## config.mk

```make
export PLATFORM = sky130hd
export DESIGN_NAME = rate_limited_temp_moving_average
export DESIGN_NICKNAME = d
export VERILOG_FILES = /design/src/hdl/rltma_pkg.sv /design/src/hdl/rate_limited_temp_moving_average.sv /design/src/hdl/rltma_ring.sv /design/src/hdl/rltma_mean.sv
export SDC_FILE = /design/constraint.sdc
export NUM_CORES = 1
export LEC_CHECK = 0
export ABC_AREA = 1
export BUFFER_PORTS_ARGS = -buffer_cell sky130_fd_sc_hd__buf_2
export CORE_ASPECT_RATIO = 2
export CORE_MARGIN = 8
export CORE_UTILIZATION = 60
export DETAILED_ROUTE_END_ITERATION = 6
export GPL_ROUTABILITY_DRIVEN = 0
export PLACE_DENSITY = 0.79
export SLEW_MARGIN = 20
export SYNTH_ARGS = -nofsm -noshare
export SYNTH_HDL_FRONTEND = slang
export SYNTH_SLANG_ARGS = --single-unit
```

## constraint.sdc

```tcl
create_clock -name clk_i -period 8 [get_ports clk_i]
set_input_delay 1.6 -clock clk_i [delete_from_list [all_inputs] [get_ports clk_i]]
set_output_delay 1.6 -clock clk_i [all_outputs]
set_load 0.02 [all_outputs]
```

## src/hdl/rltma_pkg.sv

```systemverilog
package rltma_pkg;

  localparam int unsigned TIME_W     = 32;
  localparam int unsigned RAW_W      = 18;
  localparam int unsigned OFS_W      = 11;
  localparam int unsigned INTV_W     = 16;
  localparam int unsigned CORR_W     = 14;
  localparam int unsigned CFG_IDX_W  = 1;
  localparam int unsigned CFG_DATA_W = 16;

  localparam logic [INTV_W-1:0] INTV_RESET = 16'd1000;
  localparam logic [CORR_W-1:0] CORR_MAX   = 14'd9999;

  typedef enum logic [CFG_IDX_W-1:0] {
    REG_CORR_OFFSET     = 1'b0,
    REG_SAMPLE_INTERVAL = 1'b1
  } cfg_reg_e;

  typedef struct packed {
    logic valid;
    logic take;
  } ring_beat_t;

endpackage

```

## src/hdl/rate_limited_temp_moving_average.sv

```systemverilog
// channel  direction  handshake               payload
// in       input      in_valid_i/in_ready_o   now_ms_i, raw_temp_i
// out      output     out_valid_o/out_ready_i corrected_avg_o, uncorrected_avg_o, sample_taken_o
// cfg      input      cfg_valid_i/cfg_ready_o cfg_index_i, cfg_data_i
//
// one item per cycle unless back-pressure stalls the input; an item passes the sum, sum2, product and output registers
// the ring memory is read at accept and written when a taken beat other than the first leaves the sum stage
// every stage holds its beat under back-pressure, empty stages still take new items
// reset needs no clearing pass: the first sample stands in for unwritten entries
// cfg writes are never stalled and land directly in the config registers
module rate_limited_temp_moving_average #(
  parameter int unsigned RING_DEPTH = 8
) (
  input  logic                                 clk_i,
  input  logic                                 rst_ni,
  input  logic                                 in_valid_i,
  output logic                                 in_ready_o,
  input  logic [rltma_pkg::TIME_W-1:0]         now_ms_i,
  input  logic signed [rltma_pkg::RAW_W-1:0]   raw_temp_i,
  output logic                                 out_valid_o,
  input  logic                                 out_ready_i,
  output logic [rltma_pkg::CORR_W-1:0]         corrected_avg_o,
  output logic signed [rltma_pkg::RAW_W-1:0]   uncorrected_avg_o,
  output logic                                 sample_taken_o,
  input  logic                                 cfg_valid_i,
  output logic                                 cfg_ready_o,
  input  logic [rltma_pkg::CFG_IDX_W-1:0]      cfg_index_i,
  input  logic [rltma_pkg::CFG_DATA_W-1:0]     cfg_data_i
);
  import rltma_pkg::*;

  localparam int unsigned SUM_W = RAW_W + $clog2(RING_DEPTH);

  logic signed [OFS_W-1:0] offset_q;
  logic [INTV_W-1:0]       interval_q;
  ring_beat_t              ring_beat;
  logic signed [SUM_W-1:0] ring_sum;
  logic                    mean_ready;

  assign cfg_ready_o = 1'b1;

  always_ff @(posedge clk_i or negedge rst_ni) begin
    if (!rst_ni) begin
      offset_q   <= '0;
      interval_q <= INTV_RESET;
    end else if (cfg_valid_i && cfg_ready_o) begin
      unique case (cfg_reg_e'(cfg_index_i))
        REG_CORR_OFFSET:     offset_q   <= cfg_data_i[OFS_W-1:0];
        REG_SAMPLE_INTERVAL: interval_q <= cfg_data_i[INTV_W-1:0];
        default:             offset_q   <= offset_q;
      endcase
    end
  end

  rltma_ring #(
    .RING_DEPTH(RING_DEPTH)
  ) u_ring (
    .clk_i            (clk_i),
    .rst_ni           (rst_ni),
    .in_valid_i       (in_valid_i),
    .in_ready_o       (in_ready_o),
    .now_ms_i         (now_ms_i),
    .raw_temp_i       (raw_temp_i),
    .sample_interval_i(interval_q),
    .beat_o           (ring_beat),
    .sum_o            (ring_sum),
    .dn_ready_i       (mean_ready)
  );

  rltma_mean #(
    .RING_DEPTH(RING_DEPTH)
  ) u_mean (
    .clk_i            (clk_i),
    .rst_ni           (rst_ni),
    .beat_i           (ring_beat),
    .sum_i            (ring_sum),
    .up_ready_o       (mean_ready),
    .offset_i         (offset_q),
    .out_valid_o      (out_valid_o),
    .out_ready_i      (out_ready_i),
    .corrected_avg_o  (corrected_avg_o),
    .uncorrected_avg_o(uncorrected_avg_o),
    .sample_taken_o   (sample_taken_o)
  );

  // a stalled sum beat keeps its value while the ring stage waits
  assert property (@(posedge clk_i) disable iff (!rst_ni)
    ring_beat.valid && !mean_ready |=> ring_beat.valid && $stable(ring_sum))
    else $error("sum beat changed while stalled");

  // an empty sum stage must always take a new item
  assert property (@(posedge clk_i) disable iff (!rst_ni)
    !ring_beat.valid |-> in_ready_o)
    else $error("input blocked with empty sum stage");

endmodule

```

## src/hdl/rltma_ring.sv

```systemverilog
module rltma_ring #(
  parameter int unsigned RING_DEPTH = 8
) (
  input  logic                                              clk_i,
  input  logic                                              rst_ni,
  input  logic                                              in_valid_i,
  output logic                                              in_ready_o,
  input  logic [rltma_pkg::TIME_W-1:0]                      now_ms_i,
  input  logic signed [rltma_pkg::RAW_W-1:0]                raw_temp_i,
  input  logic [rltma_pkg::INTV_W-1:0]                      sample_interval_i,
  output rltma_pkg::ring_beat_t                             beat_o,
  output logic signed [rltma_pkg::RAW_W+$clog2(RING_DEPTH)-1:0] sum_o,
  input  logic                                              dn_ready_i
);
  import rltma_pkg::*;

  localparam int unsigned IDX_W = $clog2(RING_DEPTH);
  localparam int unsigned SUM_W = RAW_W + IDX_W;
  localparam int unsigned CNT_W = $clog2(RING_DEPTH + 1);
  localparam logic [IDX_W-1:0] LAST_IDX  = IDX_W'(RING_DEPTH - 1);
  localparam logic [CNT_W-1:0] FILL_FULL = CNT_W'(RING_DEPTH);

  logic signed [RAW_W-1:0] ring_mem [RING_DEPTH];

  logic                    first_pending_q;
  logic [TIME_W-1:0]       last_take_q;
  logic [IDX_W-1:0]        pos_q;
  logic [CNT_W-1:0]        fill_cnt_q;
  logic signed [RAW_W-1:0] first_raw_q;
  logic signed [RAW_W-1:0] rd_data_q;
  logic signed [SUM_W-1:0] sum_q;

  logic                    s1_valid_q;
  logic                    s1_take_q;
  logic                    s1_first_q;
  logic                    s1_fill_q;
  logic signed [RAW_W-1:0] s1_raw_q;
  logic [IDX_W-1:0]        s1_addr_q;

  logic [TIME_W-1:0]       due;
  logic                    take;
  logic [IDX_W-1:0]        nxt_pos;
  logic                    accept;
  logic                    s1_fire;
  logic signed [RAW_W-1:0] old_val;
  logic signed [SUM_W-1:0] sum_first;
  logic signed [SUM_W-1:0] sum_upd;

  always_comb begin
    due     = last_take_q + TIME_W'(sample_interval_i);
    take    = first_pending_q || (due <= now_ms_i);
    nxt_pos = (pos_q == LAST_IDX) ? '0 : pos_q + IDX_W'(1);
    accept  = in_valid_i && in_ready_o;
    s1_fire = s1_valid_q && dn_ready_i;
  end

  assign in_ready_o = !s1_valid_q || dn_ready_i;

  // per-take state and fill tracking
  always_ff @(posedge clk_i or negedge rst_ni) begin
    if (!rst_ni) begin
      first_pending_q <= 1'b1;
      last_take_q     <= '0;
      pos_q           <= '0;
      fill_cnt_q      <= '0;
    end else if (accept && take) begin
      first_pending_q <= 1'b0;
      last_take_q     <= now_ms_i;
      pos_q           <= nxt_pos;
      if (!first_pending_q && (fill_cnt_q != FILL_FULL)) begin
        fill_cnt_q <= fill_cnt_q + CNT_W'(1);
      end
    end
  end

  always_ff @(posedge clk_i) begin
    if (accept && take && first_pending_q) begin
      first_raw_q <= raw_temp_i;
    end
  end

  always_ff @(posedge clk_i or negedge rst_ni) begin
    if (!rst_ni) begin
      s1_valid_q <= 1'b0;
    end else if (in_ready_o) begin
      s1_valid_q <= in_valid_i;
    end
  end

  always_ff @(posedge clk_i) begin
    if (accept) begin
      s1_take_q  <= take;
      s1_first_q <= first_pending_q;
      s1_fill_q  <= (fill_cnt_q != FILL_FULL);
      s1_raw_q   <= raw_temp_i;
      s1_addr_q  <= nxt_pos;
    end
  end

  // while the ring is still filling, the first sample stands in for this read data
  always_ff @(posedge clk_i) begin
    if (accept) begin
      rd_data_q <= ring_mem[nxt_pos];
    end
  end

  always_ff @(posedge clk_i) begin
    if (s1_fire && s1_take_q && !s1_first_q) begin
      ring_mem[s1_addr_q] <= s1_raw_q;
    end
  end

  always_comb begin
    old_val   = s1_fill_q ? first_raw_q : rd_data_q;
    sum_first = SUM_W'(s1_raw_q) * SUM_W'(RING_DEPTH);
    sum_upd   = sum_q + SUM_W'(s1_raw_q) - SUM_W'(old_val);
  end

  always_ff @(posedge clk_i or negedge rst_ni) begin
    if (!rst_ni) begin
      sum_q <= '0;
    end else if (s1_fire && s1_take_q) begin
      sum_q <= s1_first_q ? sum_first : sum_upd;
    end
  end

  assign beat_o.valid = s1_valid_q;
  assign beat_o.take  = s1_take_q;
  assign sum_o        = s1_take_q ? (s1_first_q ? sum_first : sum_upd) : sum_q;

endmodule

```

## src/hdl/rltma_mean.sv

```systemverilog
module rltma_mean #(
  parameter int unsigned RING_DEPTH = 8
) (
  input  logic                                              clk_i,
  input  logic                                              rst_ni,
  input  rltma_pkg::ring_beat_t                             beat_i,
  input  logic signed [rltma_pkg::RAW_W+$clog2(RING_DEPTH)-1:0] sum_i,
  output logic                                              up_ready_o,
  input  logic signed [rltma_pkg::OFS_W-1:0]                offset_i,
  output logic                                              out_valid_o,
  input  logic                                              out_ready_i,
  output logic [rltma_pkg::CORR_W-1:0]                      corrected_avg_o,
  output logic signed [rltma_pkg::RAW_W-1:0]                uncorrected_avg_o,
  output logic                                              sample_taken_o
);
  import rltma_pkg::*;

  localparam int unsigned IDX_W  = $clog2(RING_DEPTH);
  localparam int unsigned SUM_W  = RAW_W + IDX_W;
  localparam int unsigned SH     = SUM_W + IDX_W;
  localparam int unsigned PROD_W = SUM_W + SH;
  localparam logic [SH-1:0] RECIP =
    SH'(((64'd1 << SH) + 64'(RING_DEPTH) - 64'd1) / 64'(RING_DEPTH));
  localparam logic signed [RAW_W:0] CORR_HI = (RAW_W+1)'(CORR_MAX);

  logic                    v2_q;
  logic                    take2_q;
  logic signed [SUM_W-1:0] sum2_q;

  logic                    v3_q;
  logic                    take3_q;
  logic                    neg3_q;
  logic [PROD_W-1:0]       prod3_q;

  logic                    out_valid_q;
  logic [CORR_W-1:0]       corr_q;
  logic signed [RAW_W-1:0] mean_q;
  logic                    taken_q;

  logic                    ready2;
  logic                    ready3;
  logic                    ready_out;
  logic                    neg2;
  logic [SUM_W-1:0]        mag;
  logic [PROD_W-1:0]       prod;
  logic [SUM_W-1:0]        quo;
  logic [SUM_W-1:0]        mean_full;
  logic signed [RAW_W-1:0] mean;
  logic signed [RAW_W:0]   corr_sum;
  logic [CORR_W-1:0]       corr_sat;

  assign ready_out  = !out_valid_q || out_ready_i;
  assign ready3     = !v3_q || ready_out;
  assign ready2     = !v2_q || ready3;
  assign up_ready_o = ready2;

  // floor division: negative sums are biased by depth minus one, then truncated
  always_comb begin
    neg2 = sum2_q[SUM_W-1];
    mag  = neg2 ? (~sum2_q + SUM_W'(RING_DEPTH)) : sum2_q;
    prod = PROD_W'(mag) * PROD_W'(RECIP);
  end

  always_comb begin
    quo       = prod3_q[PROD_W-1:SH];
    mean_full = neg3_q ? (~quo + SUM_W'(1)) : quo;
    mean      = mean_full[RAW_W-1:0];
    corr_sum  = (RAW_W+1)'(mean) + (RAW_W+1)'(offset_i);
    priority if (corr_sum < 0) begin
      corr_sat = '0;
    end else if (corr_sum > CORR_HI) begin
      corr_sat = CORR_MAX;
    end else begin
      corr_sat = corr_sum[CORR_W-1:0];
    end
  end

  always_ff @(posedge clk_i or negedge rst_ni) begin
    if (!rst_ni) begin
      v2_q        <= 1'b0;
      v3_q        <= 1'b0;
      out_valid_q <= 1'b0;
    end else begin
      if (ready2) begin
        v2_q <= beat_i.valid;
      end
      if (ready3) begin
        v3_q <= v2_q;
      end
      if (ready_out) begin
        out_valid_q <= v3_q;
      end
    end
  end

  always_ff @(posedge clk_i) begin
    if (ready2 && beat_i.valid) begin
      take2_q <= beat_i.take;
      sum2_q  <= sum_i;
    end
    if (ready3 && v2_q) begin
      take3_q <= take2_q;
      neg3_q  <= neg2;
      prod3_q <= prod;
    end
    if (ready_out && v3_q) begin
      corr_q  <= corr_sat;
      mean_q  <= mean;
      taken_q <= take3_q;
    end
  end

  assign out_valid_o       = out_valid_q;
  assign corrected_avg_o   = corr_q;
  assign uncorrected_avg_o = mean_q;
  assign sample_taken_o    = taken_q;

endmodule
```

* Yosys cells after proc, flatten, opt, wreduce, memory -nomap -nowiden *
Memory sizes are Yosys's and may differ from the RTL's. A register that Yosys moved wholly into a read port is not among the register bits.
Cells that the tools add are included.

word-level totals
  memories kept = 1
  input port bits = 72
  word-level logic and storage cells = 77
  flip-flop bits (word level) = 212
  RAM bits = 144
  output and inout bits = 36

cells by class
  multiplexer cells = 9
  magnitude comparators = 3
  reductions and logical operators = 24
  add/sub/neg operators = 8
  equal/unequal tests = 2
  bitwise logic cells = 3

memory list
  name             depth  width  read ports  clocked after memory_dff  write ports  RTL line          RTL
  u_ring.ring_mem  8      18     1           1                         1            rltma_ring.sv:23  logic signed [RAW_W-1:0] ring_mem [RING_DEPTH];

operators by type and width
  kind                                                   count
  2-to-1 mux 21 bit                                      2
  2-to-1 mux 18 bit                                      2
  adder 32 x 16 -> 32 bit                                1
  less-or-equal comparator 32 bit                        1
  adder 21 x 18 -> 21 bit                                1
  adder 21 x 4 -> 21 bit (second input constant)         1
  inverter 21 bit                                        1
  subtractor 21 x 18 -> 21 bit                           1
  2-to-1 mux 20 bit                                      1
  adder 18 x 11 -> 19 bit                                1
  > comparator 19 x 15 -> 1 bit (second input constant)  1
  < comparator 19 x 1 -> 1 bit (second input constant)   1
  adder 18 x 1 -> 18 bit (second input constant)         1
  inverter 18 bit                                        1
  2-to-1 mux 14 bit                                      1
  logical AND 1 bit                                      9
  zero test 1 bit                                        6
  AND reduction 2 bit                                    3
  logical OR 1 bit                                       5
  adder 4 x 1 -> 4 bit (second input constant)           1
  != test 4 bit (second input constant)                  1
  adder 3 x 1 -> 3 bit (second input constant)           1
  == test 3 bit (second input constant)                  1
  2-to-1 mux 3 bit                                       1
  other kinds (3)                                        4

* Logic depth before layout (Yosys ltp) *
Gate-level depths: netlist of run 1.

  word-level depth = 9
  gate-level depth with buffers = 26
  gate-level depth less buffers = 26

* By module *
From an unflattened synthesis of run 1, not the netlist that was laid out.

unflattened totals
  cells, all modules = 2162
  area total of the unflattened synthesis = 20178.1 µm²

by module, submodules not included
  module                            cells each  sequential area each (µm²)  area an instance (µm²)  times used
  rltma_ring                        1537        7678.6                      14647.8                 1
  rltma_mean                        504         2237.1                      4438.0                  1
  rate_limited_temp_moving_average  121         683.2                       1092.3                  1

* Worst setup path after synthesis of run 1 *
No wires, ideal clock.

  path kind = input to register
  start = in out_ready_i
  end = reg u_ring.pos_q[1]
  stages on the path = 13
  path slack = 3.307 ns
  path buffers = 2
  required time = 7.863 ns
  data arrival time = 4.556 ns
  cells stage by stage = nor2_1 -> inv_1 -> nor2_1 -> inv_1 -> nor2_1 -> inv_1 -> nor2_2 -> nor2_1 -> nand2_2 -> buf_4 -> buf_6 -> nand2_1 -> o21ai_0

between the ends
  longest elaborated chain between the ends = 6

ends and longest elaborated chain
  what                     RTL line                                RTL
  from (decl)              rate_limited_temp_moving_average.sv:21  input logic out_ready_i,
  logical OR 1 bit         rltma_mean.sv:52                        assign ready_out = !out_valid_q || out_ready_i;
  logical OR 1 bit         rltma_mean.sv:53                        assign ready3 = !v3_q || ready_out;
  logical OR 1 bit         rltma_mean.sv:54                        assign ready2 = !v2_q || ready3;
  logical OR 1 bit         rltma_ring.sv:57                        assign in_ready_o = !s1_valid_q || dn_ready_i;
  logical AND 1 bit        rltma_ring.sv:53                        accept = in_valid_i && in_ready_o;
  named net u_ring.accept  rltma_ring.sv:43                        logic accept;
  logical AND 1 bit        rltma_ring.sv:66                        end else if (accept && take) begin
  to (signal assigned)     rltma_ring.sv:69                        pos_q <= nxt_pos;
  to (decl)                rltma_ring.sv:27                        logic [IDX_W-1:0] pos_q;

The timed path passes the listed nets, and every way through them passes these cells.
A chain may end at the register's enable or synchronous reset.

* Final worst setup path of run 1 *
  start = reg u_mean.prod3_q[24]
  end = reg u_mean.corr_q[9] (netlist: u_mean.corrected_avg_o[9]), data pin

between the ends
  longest elaborated chain between the ends = 6
  elaborated cells on any way between the ends = 7
  those cells by class = 2 x add/sub; 2 x order compare; 2 x mux; 1 x bitwise

ends and longest elaborated chain
  what                            RTL line           RTL
  from (decl)                     rltma_mean.sv:33   logic [PROD_W-1:0] prod3_q;
  from (signal assigned)          rltma_mean.sv:104  prod3_q <= prod;
  inverter 18 bit (*)             rltma_mean.sv:66   mean_full = neg3_q ? (~quo + SUM_W'(1)) : quo;
  adder 18 x 1 -> 18 bit (*)      rltma_mean.sv:66
  2-to-1 mux 18 bit (*)           rltma_mean.sv:66
  named net u_mean.mean_full[16]  rltma_mean.sv:47   logic [SUM_W-1:0] mean_full;
  adder 18 x 11 -> 19 bit (*)     rltma_mean.sv:68   corr_sum = (RAW_W+1)'(mean) + (RAW_W+1)'(offset_i);
  > comparator 19 x 15 -> 1 bit   rltma_mean.sv:71   end else if (corr_sum > CORR_HI) begin
  2-to-1 mux 14 bit               rltma_mean.sv:71
  to (signal assigned)            rltma_mean.sv:107  corr_q <= corr_sat;
  to (decl)                       rltma_mean.sv:36   logic [CORR_W-1:0] corr_q;

Mark *: on every way through the listed nets, which the timed path passes. The rest lies on a longest branch.

==> metrics.yaml, run 1 <==
synthesis:
  synthArstFlopShare_pct: 25.0
  synth_area_per_cell_um2: 9.82
  syn_inst: 1973
  synth_nets: 2162
  synth_edf_count: 276
  synth_top_cell_by_area: "edfxtp_1"
  synthTopCellsByArea: "edfxtp_1 (43%), dfrtp_1 (11%), nand2_1 (6.5%), ha_1 (6.1%), o21ai_0 (5.5%)"
  synth_cell_types: 57
  ys_ff_latch: 368
  synth_ff_type: "edfxtp_1"
  yosysWarningCount: 0
  yosys.area.top_type_share_pct: 42.8
  syn_area_um2: 19400
  yosysSeqAreaShare_pct: 54.7
routing:
  drc: 0
  vias: 14360
  ant_nets: 0
  first_pass_iters: 5
  totalWireLength_mm: 45.5
  wl_per_cell_um: 18.0
  drt_iter0_markers: 750
  viasPerCell: 5.67
clocking:
  cts_tree: "done"
  post_cts_resized: 0
  hold_buffers: 0
  clkLatencyLatePin_ns: 0.54
  clk_pin_slew_worst_paths_ns: 0.07
  post-cts-setup-buffer-count: 0
  cts_max_level: 2
  cts_buffers: 34
  clock_path_buffers: 3
  cts.sinks: 368
  clockRootBuffer: "clkbuf_16"
worst_setup_path:
  slowest_stage: "edfxtp_1"
  critical_path.endpoint_type: "register"
  r2r_end: "u_mean.corrected_avg_o[9]"
  critPathLaunchType: "register"
  critical_path_class: "register to register"
  crit_arrival_ns: 4.80
  reg2reg_slack_ns: 3.49
  startpoint: "u_mean.prod3_q[24]"
  required_ns: 8.29
  cp_cell_sequence: "inv_1 > ha_1 > nand3_1 > nor3_1 > inv_1 > nor3_1 > nand2_1 > o21ai_2 > nand2_1 > nor2_1 > o21ai_1 > xor2_1 > ha_1 > nand4_1 > nor3_1 > nand4_1 > nand4_1 > nand2_1 > nor2_4 > nand4_1 > nand2_1 > inv_1"
  cp-endpoint: "u_mean.corrected_avg_o[9]"
  reg2reg_from: "u_mean.prod3_q[24]"
  cp_slowest_stage_delay_ns: 0.45
  crit_fanout: 9
  rr_worst_depth: 22
sta:
  grt_setup_unrepaired: "no"
  fin_tns_setup_ns: 0
  timing.fmax_ghz: 0.222
  max_slew.worst_pin.slew_ns: 1.01
  skew_ns: 0.0206
  post-route-period-util_pct: 56.3
  slew_violations: 0
  finalSetupViolations: 0
  finalCriticalPeriod_ns: 4.51
  timing.hold.ws_ns: 0.415
  hold_viol_final: 0
  slew_headroom_pct: 32.5
power:
  net-switching-power_mw: 3.89
  vdd_ir_drop_max_v: 0.000256
  combPwrFrac_pct: 49.3
  total_power_mw: 8.91
  power_density_nw_per_um2: 414
  p_int_mw: 5.02
  p_sw_share_pct: 43.7
  pwr-share-clk_pct: 18.1
  power.leakage_nw: 9.41
  pwr-share-seq_pct: 32.6
hold_path:
  hp-start: "u_mean.take3_q"
  hold_class: "register to register"
global_routing:
  gr-usage-met1_pct: 24.2
  grt_overflow: 0
  grt_use_met3_pct: 2.87
  gr-usage-met2_pct: 45.8
  grt_antenna_before_repair: 1
  top_usage_layer: "met2"
  grt_pass1_vias: 14921
  grtUsageTotal_pct: 24.2
  grt_max_degree: 75
  grt_pass1_wl_mm: 73.4
die:
  die_h_um: 270
  die_w_um: 143
  coreArea_um2: 32000
  io_pins: 108
  rows: 93
  die-area_um2: 38700
  start_util_pct: 60.6
status:
  status: "complete, no violations"
final_layout:
  final_common_cell: "nand2_1"
  mostFrequentLayoutCells: "nand2_1 (333), edfxtp_1 (276), inv_1 (255), nor2_1 (219), o21ai_0 (213)"
  drive_above_1_share_pct: 12.3
  area_growth_pct: 10.9
  final-instance-count-excl-fill: 2534
  layout.nets: 2271
place:
  io_buffers: 106
  dp_hpwl_mm: 32.8
  dp.cells: 2473
job:
  drv_cap: 0
[metal layers]
layer,wire length (µm),part of all wire [%]
met1,15500,34
met2,25300,56
met3,2010,4.4
met4,2690,5.9
met5,0,0
[worst max-delay path, delay by kind of cell, from the launching register on]
kind	cells	cell delay (ns)
flops	1	0.45
fa+ha+maj	2	0.59
xor+xnor	1	0.18
compound gates	2	0.28
simple gates	14	2.53
buf+inv	3	0.24
[state kept, by name, summed over array words and instances, names as in the netlist, 3 cells and up]
signal / count
interval_q: 16
offset_q: 11
u_mean.corrected_avg_o: 14
u_mean.prod3_q: 18
u_mean.sum2_q: 18
u_mean.uncorrected_avg_o: 18
u_ring.fill_cnt_q: 4
u_ring.first_raw_q: 18
u_ring.last_take_q: 32
u_ring.pos_q: 3
u_ring.rd_data_q: 18
u_ring.ring_mem: 144
u_ring.s1_addr_q: 3
u_ring.s1_raw_q: 18
u_ring.sum_q: 21
[stage by stage]
step	worst slack, ns	util (%)	instance area (µm²)
global placement	3.51	63.7	20400
CTS	3.21	67.2	21500
floorplan	3.31	-	19400
detailed placement	3.29	63.7	20400
finish	3.49	67.2	21500
global route	2.96	67.2	21500
[synthesized netlist by cell type (19+ instances only)]
| cell type | instances |
|---|---|
| a31oi_1 | 21 |
| nand2_1 | 333 |
| nor2_1 | 222 |
| ha_1 | 95 |
| nand3_1 | 61 |
| xnor2_1 | 26 |
| inv_1 | 255 |
| clkbuf_1 | 38 |
| mux2_2 | 22 |
| edfxtp_1 | 276 |
| o21ai_0 | 213 |
| dfrtp_1 | 85 |
| a21oi_1 | 72 |
| o22ai_1 | 19 |
| xor2_1 | 45 |
| nand4_1 | 39 |
| fa_1 | 22 |
[final cells by class]
class	instances	area [µm²]
flip-flops and latches	368	10600
fillers	2452	10500
clock inverters	19	181
multi-input cells	1296	7630
well taps	427	534
inverters	259	972
diodes	1	2.50
clock buffers	41	918
repair buffers	123	661
[power by group through the flow]
| stage | combinational [mW] | clock (mW) | sequential, mW |
|---|---|---|---|
| final | 4.39 | 1.61 | 2.90 |
| after global routing | 4.95 | 1.70 | 2.95 |
| after CTS | 4.35 | 1.63 | 2.90 |
| after detailed placement | 4.31 | 0 | 2.93 |
| after global placement | 4.16 | 0 | 2.91 |
| after floorplan | 3.20 | 0 | 2.93 |
[kinds of logic after synthesis]
group | after synthesis | synth area share [%]
simple gates | 722 | 16.0
compound gates | 362 | 10.1
buf+inv | 309 | 6.08
fa+ha+maj | 117 | 8.41
mux | 22 | 1.28
flops | 368 | 54.7
xor+xnor | 72 | 3.35
other cells | 1 | 0.0194
[worst min-delay path by stage]
stage                                  endpoint  slack (ns)  depth (start not counted)
final                     u_mean.sample_taken_o        0.42                          0
after global routing      u_mean.sample_taken_o        0.42                          0
after floorplan           u_mean.sample_taken_o        0.40                          0
after detailed placement         u_mean.take3_q        0.41                          0
after CTS                 u_mean.sample_taken_o        0.42                          0
after global placement           u_mean.take3_q        0.40                          0
No activity file was read; power rests on OpenSTA's default activity.
==> run 2: changes to the inputs <==
==> constraint.sdc (replaced) <==
create_clock -name clk_i -period 4.4 [get_ports clk_i]
set_input_delay 0.88 -clock clk_i [delete_from_list [all_inputs] [get_ports clk_i]]
set_output_delay 0.88 -clock clk_i [all_outputs]
set_load 0.02 [all_outputs]
==> metrics.yaml, run 2 (same netlist as run 1, synthesis figures left out) <==
final_layout:
  diodes: 0  # -1
  layout.nets: 2274  # +0.13%
  regMostFlops: "u_ring.ring_mem"
  reg_top3: "u_ring.ring_mem x144, u_ring.last_take_q x32, u_ring.sum_q x21"
  final_common_cell: "nand2_1"
  stdcell_area_um2: 21400  # -0.29%
  mostFrequentLayoutCells: "nand2_1 (333), edfxtp_1 (276), inv_1 (255), nor2_1 (219), o21ai_0 (213)"
  nFillCells: 2416  # -1.5%
  utilization_pct: 67.0  # -0.19 points
  drive_above_1_share_pct: 12.2  # -0.059 points
  largest_reg_flops: 144  # unchanged
  area_growth_pct: 10.6
sta:
  timing.fmax_ghz: 0.255  # +15%
  slew_headroom_pct: 35.5  # +3.0 points
  finalSetupViolations: 0  # unchanged
  fin_ws_ns: 0.474  # -3.02 ns
  max_slew.worst_pin.slew_ns: 0.967  # -0.0456 ns
  fin_tns_setup_ns: 0  # unchanged
  hold_viol_final: 0  # unchanged
  finalCriticalPeriod_ns: 3.93  # -0.580 ns
  post-route-period-util_pct: 89.2  # +33 points
  grt_setup_unrepaired: "no"
  slew_violations: 0  # unchanged
  timing.hold.ws_ns: 0.396  # -0.0194 ns
  skew_ns: 0.0106  # -0.00993 ns
worst_setup_path:
  reg2reg_slack_ns: 0.47  # -3.02 ns
  cp_cell_sequence: "ha_1 > a21oi_1 > o21ai_0 > nand2_1 > nand2_1 > nand2_1 > a31oi_2 > nand4_1 > xnor2_1 > ha_1 > a21oi_1 > o21ai_0 > a21oi_1 > nand3_1 > nand2_1 > nand2_2 > inv_1 > nand2_1 > nand2_1 > nand2_1"
  startpoint: "interval_q[4]"
  crit_arrival_ns: 4.40  # -0.40 ns
  slowest_stage: "dfrtp_1"
  reg2reg_from: "interval_q[4]"
  cp_common_cell: "nand2_1"
  crit_fanout: 8  # -1
  cp_top_family: "compound AO/OA/AOI/OAI gates"
  critical_path.endpoint_type: "register"
  path_buf_inv: 1  # -2
  crit_cells: 20  # -9.1%
  required_ns: 4.87  # -3.42 ns
  critical_path_class: "register to register"
  r2r_end: "u_ring.fill_cnt_q[2]"
  cp-endpoint: "u_ring.fill_cnt_q[2]"
  critPathLaunchType: "register"
  cp_slowest_stage_delay_ns: 0.41  # -0.04 ns
  rr_worst_depth: 20  # -9.1%
global_routing:
  grt_pass1_vias: 14850  # -0.48%
  grt_pass1_wl_mm: 72.8  # -0.77%
  grtUsageTotal_pct: 24.0  # -0.24 points
  grt_max_degree: 74  # -1.3%
  grt_antenna_before_repair: 0  # -1
  grt_overflow: 0  # unchanged
clocking:
  hold_buffers: 0  # unchanged
  cts_max_level: 1  # -1
  cts_tree: "done"
  cts.sinks: 368  # unchanged
  clockRootBuffer: "clkbuf_16"
  clk_pin_slew_worst_paths_ns: 0.07  # about the same
  cts_buffers: 31  # -8.8%
  clkLatencyLatePin_ns: 0.58  # +0.04 ns
  clock_path_buffers: 3  # unchanged
  post-cts-setup-buffer-count: 0  # unchanged
die:
  die-area_um2: 38700  # unchanged
  rows: 93  # unchanged
  io_pins: 108  # unchanged
  die_h_um: 270  # unchanged
  start_util_pct: 60.6  # unchanged
  coreArea_um2: 32000  # unchanged
  die_w_um: 143  # unchanged
place:
  placedInstanceArea_um2: 20500  # +0.41%
  io_buffers: 106  # unchanged
  dp_slack_ns: 0.520  # -2.77 ns
  dp_hpwl_mm: 33.6  # +2.6%
routing:
  drc: 0  # unchanged
  totalWireLength_mm: 46.0  # +1.2%
  viasPerCell: 5.70  # +0.53%
  wl_per_cell_um: 18.2  # +1.1%
  ant_nets: 0  # unchanged
  vias: 14442  # +0.57%
  first_pass_iters: 7  # +2
  drt_iter0_markers: 707  # -5.7%
power:
  power.leakage_nw: 9.36  # -0.53%
  power_density_nw_per_um2: 744  # +80%
  vdd_ir_drop_max_v: 0.000453  # +77%
status:
  status: "complete, no violations"
job:
  drv_cap: 0  # unchanged
hold_path:
  hold_class: "input port to async pin"
-- run 2: metal layers --
| layer | wire length [µm] | GRT usage, % |
|---|---|---|
| met5 | 0 | 0 |
| met4 | 2930 | 15.3 |
| met3 | 2260 | 3.06 |
| met2 | 25500 | 45.8 |
| met1 | 15300 | 23.1 |
-- run 2: worst register-to-register path: cells and delay by family, from the launching register on --
family	cells	cell delay, ns
AOI/OAI and AO/OA	6	1.24
xor gates and xnor gates	1	0.17
adders and majority gates	2	0.70
buffers and inverters	1	0.23
DFF	1	0.41
and+or+nand+nor	10	1.06
-- run 2: final cells by class --
| class | count | area (µm²) | share of cell area (%) |
|---|---|---|---|
| flip-flops and latches | 368 | 10600 | 49.4 |
| multi-input cells | 1296 | 7630 | 35.6 |
| clock buffers | 34 | 787 | 3.67 |
| repair buffers | 129 | 743 | 3.47 |
| clock inverters | 22 | 170 | 0.794 |
| well taps | 427 | 534 | 2.49 |
| inverters | 259 | 972 | 4.54 |
-- run 2: timing repair --
item	4_1_cts	5_1_grt
endpoints found under the setup margin	0	17
gates resized for setup	0	1
endpoints found under the hold margin	0	0
-- run 2: how the worst min path moves through the flow --
stage	end	slack, ns	cells after the start
6_report	u_ring.last_take_q[29]	0.40	1
5_1_grt	u_ring.last_take_q[29]	0.45	1
4_1_cts	u_ring.last_take_q[29]	0.41	1
3_5_place_dp	u_mean.take3_q	0.41	0
3_3_place_gp	u_mean.take3_q	0.40	0
2_1_floorplan	u_mean.sample_taken_o	0.40	0
-- run 2: per-stage QoR --
stage,instances,total power [mW]
6_report,2535,16.0
2_1_floorplan,1973,11.1
3_3_place_gp,2479,12.9
3_5_place_dp,2479,13.3
4_1_cts,2535,15.9
5_1_grt,2535,17.2
-- run 2: report_power, final --
part	switching (mW)	internal [mW]
clock network	1.25	1.41
logic	5.28	2.74
registers	0.513	4.78
